==> src/fra_pkg.sv <==
package fra_pkg;
    localparam int unsigned OpW  = 2;
    localparam int unsigned InW  = 16;
    localparam int unsigned NumW = 33;
    localparam int unsigned DenW = 32;
    localparam int unsigned MagW = 32;

    typedef enum logic [OpW-1:0] {
        OP_ADD = 2'd0,
        OP_SUB = 2'd1,
        OP_MUL = 2'd2,
        OP_DIV = 2'd3
    } t_op;

    typedef enum logic [3:0] {
        S_IDLE, S_MA, S_MB, S_MD, S_CHK, S_EUC, S_QN, S_QD, S_FIN
    } t_state;

    typedef struct packed {
        logic done;
        logic signed [NumW-1:0] quot;
        logic signed [NumW-1:0] rem;
    } t_div_rsp;
endpackage

==> src/fra_if.sv <==
interface fra_in_if;
    logic valid;
    logic ready;
    logic [fra_pkg::OpW-1:0] operation;
    logic signed [fra_pkg::InW-1:0] a_num;
    logic signed [fra_pkg::InW-1:0] a_den;
    logic signed [fra_pkg::InW-1:0] b_num;
    logic signed [fra_pkg::InW-1:0] b_den;
    modport source (output valid, operation, a_num, a_den, b_num, b_den, input ready);
    modport sink (input valid, operation, a_num, a_den, b_num, b_den, output ready);
endinterface

interface fra_out_if;
    logic valid;
    logic ready;
    logic signed [fra_pkg::NumW-1:0] res_num;
    logic signed [fra_pkg::DenW-1:0] res_den;
    logic div_error;
    modport source (output valid, res_num, res_den, div_error, input ready);
    modport sink (input valid, res_num, res_den, div_error, output ready);
endinterface

==> src/fraction_arithmetic_reduce.sv <==
// Sequence: the accept state S_IDLE, the multiply states S_MA and S_MD (with S_MB between
//   them for add and subtract), the check state S_CHK, one divider run per Euclid step,
//   the two final divisions S_QN and S_QD, then the output register; a held result stalls S_FIN.
// Items: one at a time, as ready is high only in S_IDLE; a zero denominator skips the Euclid
//   steps and final divisions, otherwise the pace is set by the shared divider.
// Reset: synchronous active low; clears the sequencer, divider and output valid.
module fraction_arithmetic_reduce (
    input  logic i_clk,
    input  logic i_rst_n,
    fra_in_if.sink i_item,
    fra_out_if.source o_res
);
    import fra_pkg::*;

    t_state r_state, n_state;
    t_op r_op;
    logic signed [InW-1:0] r_an, r_ad, r_bn, r_bd;
    logic signed [NumW-1:0] r_num, n_num, r_den, n_den;
    logic signed [NumW-1:0] r_n, n_n, r_d, n_d, r_qn, n_qn, r_qd, n_qd;
    logic r_err, n_err, r_go, n_go;
    logic r_ovalid;
    logic signed [NumW-1:0] r_onum;
    logic signed [DenW-1:0] r_oden;
    logic r_oerr;
    logic signed [InW-1:0] mul_a, mul_b;
    logic signed [2*InW-1:0] prod;
    logic signed [NumW-1:0] prod_x;
    logic signed [NumW-1:0] dv_a, dv_b;
    logic load_out;
    t_div_rsp rsp;

    fra_div u_div (
        .i_clk     (i_clk),
        .i_rst_n   (i_rst_n),
        .i_start   (r_go),
        .i_dividend(dv_a),
        .i_divisor (dv_b),
        .o_rsp     (rsp)
    );

    always_comb begin
        mul_a = r_an;
        mul_b = (r_op == OP_MUL) ? r_bn : r_bd;
        unique case (r_state)
            S_MB: begin
                mul_a = r_bn;
                mul_b = r_ad;
            end
            S_MD: begin
                mul_a = r_ad;
                mul_b = (r_op == OP_DIV) ? r_bn : r_bd;
            end
            default: ;
        endcase
    end
    assign prod   = mul_a * mul_b;
    assign prod_x = NumW'(prod);

    always_comb begin
        dv_a = r_n;
        unique case (r_state)
            S_QN: dv_a = r_num;
            S_QD: dv_a = r_den;
            default: ;
        endcase
    end
    assign dv_b = r_d;

    assign load_out = (r_state == S_FIN) && (!r_ovalid || o_res.ready);

    always_comb begin
        n_state = r_state;
        unique case (r_state)
            S_IDLE: if (i_item.valid) n_state = S_MA;
            S_MA:   n_state = (r_op == OP_ADD || r_op == OP_SUB) ? S_MB : S_MD;
            S_MB:   n_state = S_MD;
            S_MD:   n_state = S_CHK;
            S_CHK:  n_state = (r_den == '0) ? S_FIN : S_EUC;
            S_EUC:  if (rsp.done && rsp.rem == '0) n_state = S_QN;
            S_QN:   if (rsp.done) n_state = S_QD;
            S_QD:   if (rsp.done) n_state = S_FIN;
            S_FIN:  if (load_out) n_state = S_IDLE;
            default: n_state = S_IDLE;
        endcase
    end

    always_comb begin
        n_num = r_num;
        n_den = r_den;
        n_n   = r_n;
        n_d   = r_d;
        n_qn  = r_qn;
        n_qd  = r_qd;
        n_err = r_err;
        n_go  = 1'b0;
        unique case (r_state)
            S_MA: n_num = prod_x;
            S_MB: n_num = (r_op == OP_SUB) ? r_num - prod_x : r_num + prod_x;
            S_MD: n_den = prod_x;
            S_CHK: begin
                n_err = (r_den == '0);
                n_n   = r_num;
                n_d   = r_den;
                n_go  = (r_den != '0);
            end
            S_EUC: if (rsp.done) begin
                n_go = 1'b1;
                if (rsp.rem != '0) begin
                    n_n = r_d;
                    n_d = rsp.rem;
                end
            end
            S_QN: if (rsp.done) begin
                n_qn = rsp.quot;
                n_go = 1'b1;
            end
            S_QD: if (rsp.done) n_qd = rsp.quot;
            default: ;
        endcase
    end

    always_ff @(posedge i_clk) begin
        if (!i_rst_n) begin
            r_state  <= S_IDLE;
            r_go     <= 1'b0;
            r_ovalid <= 1'b0;
        end else begin
            r_state <= n_state;
            r_go    <= n_go;
            if (load_out) r_ovalid <= 1'b1;
            else if (o_res.ready) r_ovalid <= 1'b0;
        end
        if (i_item.valid && i_item.ready) begin
            r_op <= t_op'(i_item.operation);
            r_an <= i_item.a_num;
            r_ad <= i_item.a_den;
            r_bn <= i_item.b_num;
            r_bd <= i_item.b_den;
        end
        r_num <= n_num;
        r_den <= n_den;
        r_n   <= n_n;
        r_d   <= n_d;
        r_qn  <= n_qn;
        r_qd  <= n_qd;
        r_err <= n_err;
        if (load_out) begin
            r_oerr <= r_err;
            r_onum <= r_err ? '0 : r_qn;
            r_oden <= r_err ? '0 : r_qd[DenW-1:0];
        end
    end

    assign i_item.ready    = (r_state == S_IDLE);
    assign o_res.valid     = r_ovalid;
    assign o_res.res_num   = r_onum;
    assign o_res.res_den   = r_oden;
    assign o_res.div_error = r_oerr;
endmodule

==> src/fra_div.sv <==
module fra_div (
    input  logic i_clk,
    input  logic i_rst_n,
    input  logic i_start,
    input  logic signed [fra_pkg::NumW-1:0] i_dividend,
    input  logic signed [fra_pkg::NumW-1:0] i_divisor,
    output fra_pkg::t_div_rsp o_rsp
);
    import fra_pkg::*;

    logic r_busy, n_busy;
    logic r_done, n_done;
    logic [4:0] r_cnt, n_cnt;
    logic [MagW-1:0] r_rem, n_rem;
    logic [MagW-1:0] r_quo, n_quo;
    logic [MagW-1:0] r_dvs, n_dvs;
    logic r_qneg, n_qneg, r_rneg, n_rneg;
    logic [NumW-1:0] abs_n, abs_d;
    logic [MagW:0] trial;
    logic signed [NumW-1:0] quo_x, rem_x;

    assign abs_n = i_dividend[NumW-1] ? -i_dividend : i_dividend;
    assign abs_d = i_divisor[NumW-1] ? -i_divisor : i_divisor;
    assign trial = {r_rem, r_quo[MagW-1]} - {1'b0, r_dvs};

    always_comb begin
        n_busy = r_busy;
        n_done = 1'b0;
        n_cnt  = r_cnt;
        n_rem  = r_rem;
        n_quo  = r_quo;
        n_dvs  = r_dvs;
        n_qneg = r_qneg;
        n_rneg = r_rneg;
        if (i_start) begin
            n_busy = 1'b1;
            n_cnt  = '1;
            n_rem  = '0;
            n_quo  = abs_n[MagW-1:0];
            n_dvs  = abs_d[MagW-1:0];
            n_qneg = i_dividend[NumW-1] ^ i_divisor[NumW-1];
            n_rneg = i_dividend[NumW-1];
        end else if (r_busy) begin
            if (!trial[MagW]) begin
                n_rem = trial[MagW-1:0];
                n_quo = {r_quo[MagW-2:0], 1'b1};
            end else begin
                n_rem = {r_rem[MagW-2:0], r_quo[MagW-1]};
                n_quo = {r_quo[MagW-2:0], 1'b0};
            end
            n_cnt = r_cnt - 5'd1;
            if (r_cnt == '0) begin
                n_busy = 1'b0;
                n_done = 1'b1;
            end
        end
    end

    always_ff @(posedge i_clk) begin
        if (!i_rst_n) begin
            r_busy <= 1'b0;
            r_done <= 1'b0;
        end else begin
            r_busy <= n_busy;
            r_done <= n_done;
        end
        r_cnt  <= n_cnt;
        r_rem  <= n_rem;
        r_quo  <= n_quo;
        r_dvs  <= n_dvs;
        r_qneg <= n_qneg;
        r_rneg <= n_rneg;
    end

    assign quo_x = {1'b0, r_quo};
    assign rem_x = {1'b0, r_rem};
    assign o_rsp.done = r_done;
    assign o_rsp.quot = r_qneg ? -quo_x : quo_x;
    assign o_rsp.rem  = r_rneg ? -rem_x : rem_x;
endmodule

==> src/flat_wrapper.sv <==
// flat-port wrapper written by rule: the top's interface ports become plain ports
module fraction_arithmetic_reduce_flat import fra_pkg::*;
  (i_clk, i_rst_n, i_item_valid, i_item_operation, i_item_a_num, i_item_a_den, i_item_b_num, i_item_b_den, i_item_ready, o_res_valid, o_res_res_num, o_res_res_den, o_res_div_error, o_res_ready);
  fra_in_if i_item_i ();
  fra_out_if o_res_i ();
  input  logic i_clk;
  input  logic i_rst_n;
  input wire logic [$bits(i_item_i.valid)-1:0] i_item_valid;
  input wire logic [$bits(i_item_i.operation)-1:0] i_item_operation;
  input wire logic [$bits(i_item_i.a_num)-1:0] i_item_a_num;
  input wire logic [$bits(i_item_i.a_den)-1:0] i_item_a_den;
  input wire logic [$bits(i_item_i.b_num)-1:0] i_item_b_num;
  input wire logic [$bits(i_item_i.b_den)-1:0] i_item_b_den;
  output wire logic [$bits(i_item_i.ready)-1:0] i_item_ready;
  output wire logic [$bits(o_res_i.valid)-1:0] o_res_valid;
  output wire logic [$bits(o_res_i.res_num)-1:0] o_res_res_num;
  output wire logic [$bits(o_res_i.res_den)-1:0] o_res_res_den;
  output wire logic [$bits(o_res_i.div_error)-1:0] o_res_div_error;
  input wire logic [$bits(o_res_i.ready)-1:0] o_res_ready;
  assign i_item_i.valid = i_item_valid;
  assign i_item_i.operation = i_item_operation;
  assign i_item_i.a_num = i_item_a_num;
  assign i_item_i.a_den = i_item_a_den;
  assign i_item_i.b_num = i_item_b_num;
  assign i_item_i.b_den = i_item_b_den;
  assign i_item_ready = i_item_i.ready;
  assign o_res_valid = o_res_i.valid;
  assign o_res_res_num = o_res_i.res_num;
  assign o_res_res_den = o_res_i.res_den;
  assign o_res_div_error = o_res_i.div_error;
  assign o_res_i.ready = o_res_ready;
  fraction_arithmetic_reduce u_core (.i_clk(i_clk), .i_rst_n(i_rst_n), .i_item(i_item_i), .o_res(o_res_i));
endmodule
==> config.mk <==
export PLATFORM = sky130hd
export DESIGN_NAME = fraction_arithmetic_reduce_flat
export DESIGN_NICKNAME = d
export VERILOG_FILES = /design/src/fra_pkg.sv /design/src/fra_if.sv /design/src/fraction_arithmetic_reduce.sv /design/src/fra_div.sv /design/src/flat_wrapper.sv
export SDC_FILE = /design/constraint.sdc
export NUM_CORES = 2
export LEC_CHECK = 0
export BUFFER_PORTS_ARGS = -buffer_cell sky130_fd_sc_hd__buf_4
export CAP_MARGIN = 0
export CORE_ASPECT_RATIO = 1.4
export CORE_MARGIN = 3
export CORE_UTILIZATION = 64
export DETAILED_ROUTE_END_ITERATION = 16
export GPL_TIMING_DRIVEN = 0
export PLACE_DENSITY = 0.81
export SETUP_SLACK_MARGIN = 0.4
export SYNTH_ARGS = -nofsm -noshare
export SYNTH_HDL_FRONTEND = slang
export SYNTH_SLANG_ARGS = --single-unit
==> constraint.sdc <==
create_clock -name i_clk -period 16.2 [get_ports i_clk]
set_clock_uncertainty 0.05 [all_clocks]
set_input_delay 1.62 -clock i_clk [delete_from_list [all_inputs] [get_ports i_clk]]
set_output_delay 1.62 -clock i_clk [all_outputs]
set_load 0.02 [all_outputs]
==> summary.md <==
| Metric | Value |
|---|---|
| Status | complete, no violations |
| Clk_lat worst skew | 0.62 ns |
| Die area | 0.0565 mm² |
| Cts hold-fix bufs | 0 |
| Synth Register Bits | 440 |
| Critical path origin | u_core.r_state[0] |
| Crit path largest cell delay | 0.91 ns |
| Setup TNS | 0 ns |
| Relative slew slack | 0.0203 |
| Fin. max-slew vios | 0 |
| Share of cells above drive strength 1 | 0.0776 |
| Mapped Cells | 3474 |
| Most frequent cells in the layout | 409 x nand2_1, 395 x edfxtp_1, 390 x inv_1 |
| Simple-gate area share of the yosys netlist | 0.151 |
| Max FO, Critical Path | 10 |
| Compound-cell area share of the yosys netlist | 0.122 |
| ANT cells | 0 |
| Post-Synth Adder-Cell Area | 0.210 |
| H-tree levels | 2 |
| Die W | 202 µm |
| RSZ-0062 raised after global routing | false |
| DR iter-0 viols | 1937 |
| Max cap viols | 0 |
| Async set-reset flop share out of synthesis | 0 |
| Initial antenna violation count | 0 |
| Placer congestion estimate | 1.05 |
| Filler cells | 4002 |
| CTS buffer count | 43 |
| Via count | 26702 |
| Commonest non-fill, non-tap cell in the layout | nand2_1 |
| Synthesized area per cell | 9.87 µm² |
| R2R cell count | 42 |
| Yosys warns | 0 |
| Crit end category | flop |
| Worst min path class | reg2reg |
| Clock Sink Count | 440 |
| Core area | 0.0525 mm² |
| Final setup violation count | 0 |
| Clk slew on worst S/H paths | 0.07 ns |
| Pre-antenna DRT Iters | 8 |
| WHS | 0.436 ns |
| CP Launch Type | flop |
| Drt total wl | 97.4 mm |
| Clk buf depth | 3 |
| Mapped Area | 0.0343 mm² |
| Vias in the first global route | 27493 |
| Tcrit/Tclk final | 0.937 |
| Main combinational cell family by area after synthesis | adder cells |
| DRC | 0 |
| Antenna-violating nets left | 0 |
| Cell mode on critical path | fa_1 |
| Worst Path Required | 16.46 ns |
| Least-Margin Pin Slew | 1.47 ns |
| Largest net degree at the start of global routing | 46 |
| Hold Vio Cnt, Final | 0 |
| Unique masters post-synth | 80 |
| Wire per inst | 22.1 µm |
| R2R Path Start | u_core.r_state[0] |
| Rows | 99 |
| CP endpoint | u_core.r_num[27] |
| Setup CP Type | reg2reg |
| Final HPWL DP | 78.1 mm |
| CP max stage cell | clkdlybuf4s15_1 |
| Net Count, Synth | 3961 |
| R2R Setup Slk | 1.02 ns |
| IO buf count | 137 |
| Fin nets | 4152 |
| FMAX | 65.9 MHz |
| WP data arrival | 15.44 ns |
| Number of vias per cell | 6.06 |
| Number of flops mapped to enable cells by yosys | 395 |
| XOR/XNOR Fraction of Synth Area | 0.0655 |
| Root Driver | clkbuf_16 |
| GRT Overall Usage | 0.345 |
| Sequential-to-total area share from yosys stat | 0.372 |
| CTS tree | built |
| R2r endpoint | u_core.r_num[27] |
| I/O pin count | 138 |
| Synth Flop Type | edfxtp_1 |
| Tmin final | 15.18 ns |
| Post-synthesis mux area share | 0.0204 |
| Height of the die | 280 µm |
| First-pass GRT wire length | 149 mm |
| Initial Util | 0.653 |
| Syn-to-layout area delta | 10.3% |
| Total gr overflow | 0 |
metal layers:
| metal | global-route usage | wire length (µm) | vias up |
|---|---|---|---|
| met1 | 0.339 | 31600 | 12810 |
| met2 | 0.632 | 49900 | 1167 |
| li1 | - | - | 12290 |
| met4 | 0.299 | 10400 | 0 |
| met5 | 0 | 0 | - |
| met3 | 0.0485 | 5470 | 435 |
registers in the layout, indices dropped and copies added (netlist names), 2 cells and up:
register              count
u_core.r_qd              32
u_core.u_div.r_rem       32
u_core.dv_b              33
u_core.r_ad              16
u_core.r_n               33
u_core.r_bd              16
u_core.r_num             33
u_core.r_an              16
u_core.r_den             32
u_core.o_res.res_num     33
u_core.r_state            4
u_core.u_div.r_dvs       32
u_core.r_qn              33
u_core.u_div.r_cnt        5
u_core.r_op               2
u_core.o_res.res_den     32
u_core.r_bn              16
u_core.u_div.r_quo       32
cell type report:
cell class | count | area [µm²] | area share
plain buffers | 146 | 571 | 0.0151
inverters | 392 | 1470 | 0.0389
flip-flops and latches | 440 | 12800 | 0.337
clock buffers | 55 | 1150 | 0.0305
multi-input cells | 2496 | 19500 | 0.517
well taps | 707 | 885 | 0.0234
clock inverters | 24 | 256 | 0.00678
repair buffers | 146 | 1190 | 0.0315
synthesized netlist by cell type, types with 21 or more instances:
library cell	count	area [µm²]
nor2b_1	80	500
a211oi_1	54	405
nand2_1	409	1540
a21o_1	50	375
fa_1	264	5290
nor2_1	305	1140
o21a_1	21	158
o221ai_1	21	184
clkbuf_1	127	477
inv_1	391	1470
and2_1	24	150
nand2b_1	26	163
and3_1	25	156
edfxtp_1	395	11900
ha_1	153	1910
nor3_1	41	205
nand3_1	40	200
xnor2_1	156	1370
nand3b_1	25	188
xor2_1	98	858
or3_1	35	219
nor4_1	27	169
o31ai_1	37	278
mux2i_1	62	621
dfxtp_1	45	901
o21ai_0	182	911
a21oi_1	153	766
timing repair:
item                                    4_1_cts  5_1_grt
buffers inserted                              0        0
resized for setup                             0        4
endpoints found under the setup margin        0        4
metrics by stage:
step / utilization / setup WS, ns / area (µm²) / cells
after CTS: 0.720 / 0.933 / 37800 / 4405
after detailed placement: 0.693 / 1.02 / 36400 / 4326
after global placement: 0.690 / 1.04 / 36200 / 4318
final: 0.720 / 1.02 / 37800 / 4406
after global routing: 0.720 / 0.550 / 37800 / 4406
after floorplan: - / 4.74 / 34300 / 3474
critical path: cells and delay by family (launching register included):
kind                     cells  cell delay [ns]
buffers and inverters       13             5.09
AND/OR/NAND/NOR             10             2.35
XOR/XNOR                     3             0.64
flip-flops                   1             0.31
adder cells (fa/ha/maj)      8             3.59
AO/OA/AOI/OAI                8             2.79
cell families (layout without fill, tap and decap cells):
logic type	after synthesis	in the layout
buffers and inverters	538	763
AND/OR/NAND/NOR	1103	1103
multiplexers	69	69
XOR/XNOR	255	255
flip-flops	440	440
adder cells (fa/ha/maj)	417	417
AO/OA/AOI/OAI	652	652
worst min-delay path by stage:
| stage | startpoint | end | slack (ns) | cells after the start |
|---|---|---|---|---|
| final | u_core.o_res.valid | u_core.o_res.valid | 0.44 | 2 |
| after global placement | u_core.o_res.valid | u_core.o_res.valid | 0.42 | 2 |
| after CTS | u_core.o_res.valid | u_core.o_res.valid | 0.44 | 2 |
| after global routing | u_core.o_res.valid | u_core.o_res.valid | 0.46 | 2 |
| after detailed placement | u_core.o_res.valid | u_core.o_res.valid | 0.43 | 2 |
| after floorplan | u_core.r_err | u_core.o_res.div_error | 0.40 | 0 |
Power is left out: the tool's default activity adds up to more than one toggle a clock period on the data nets, which glitch-free logic cannot reach.
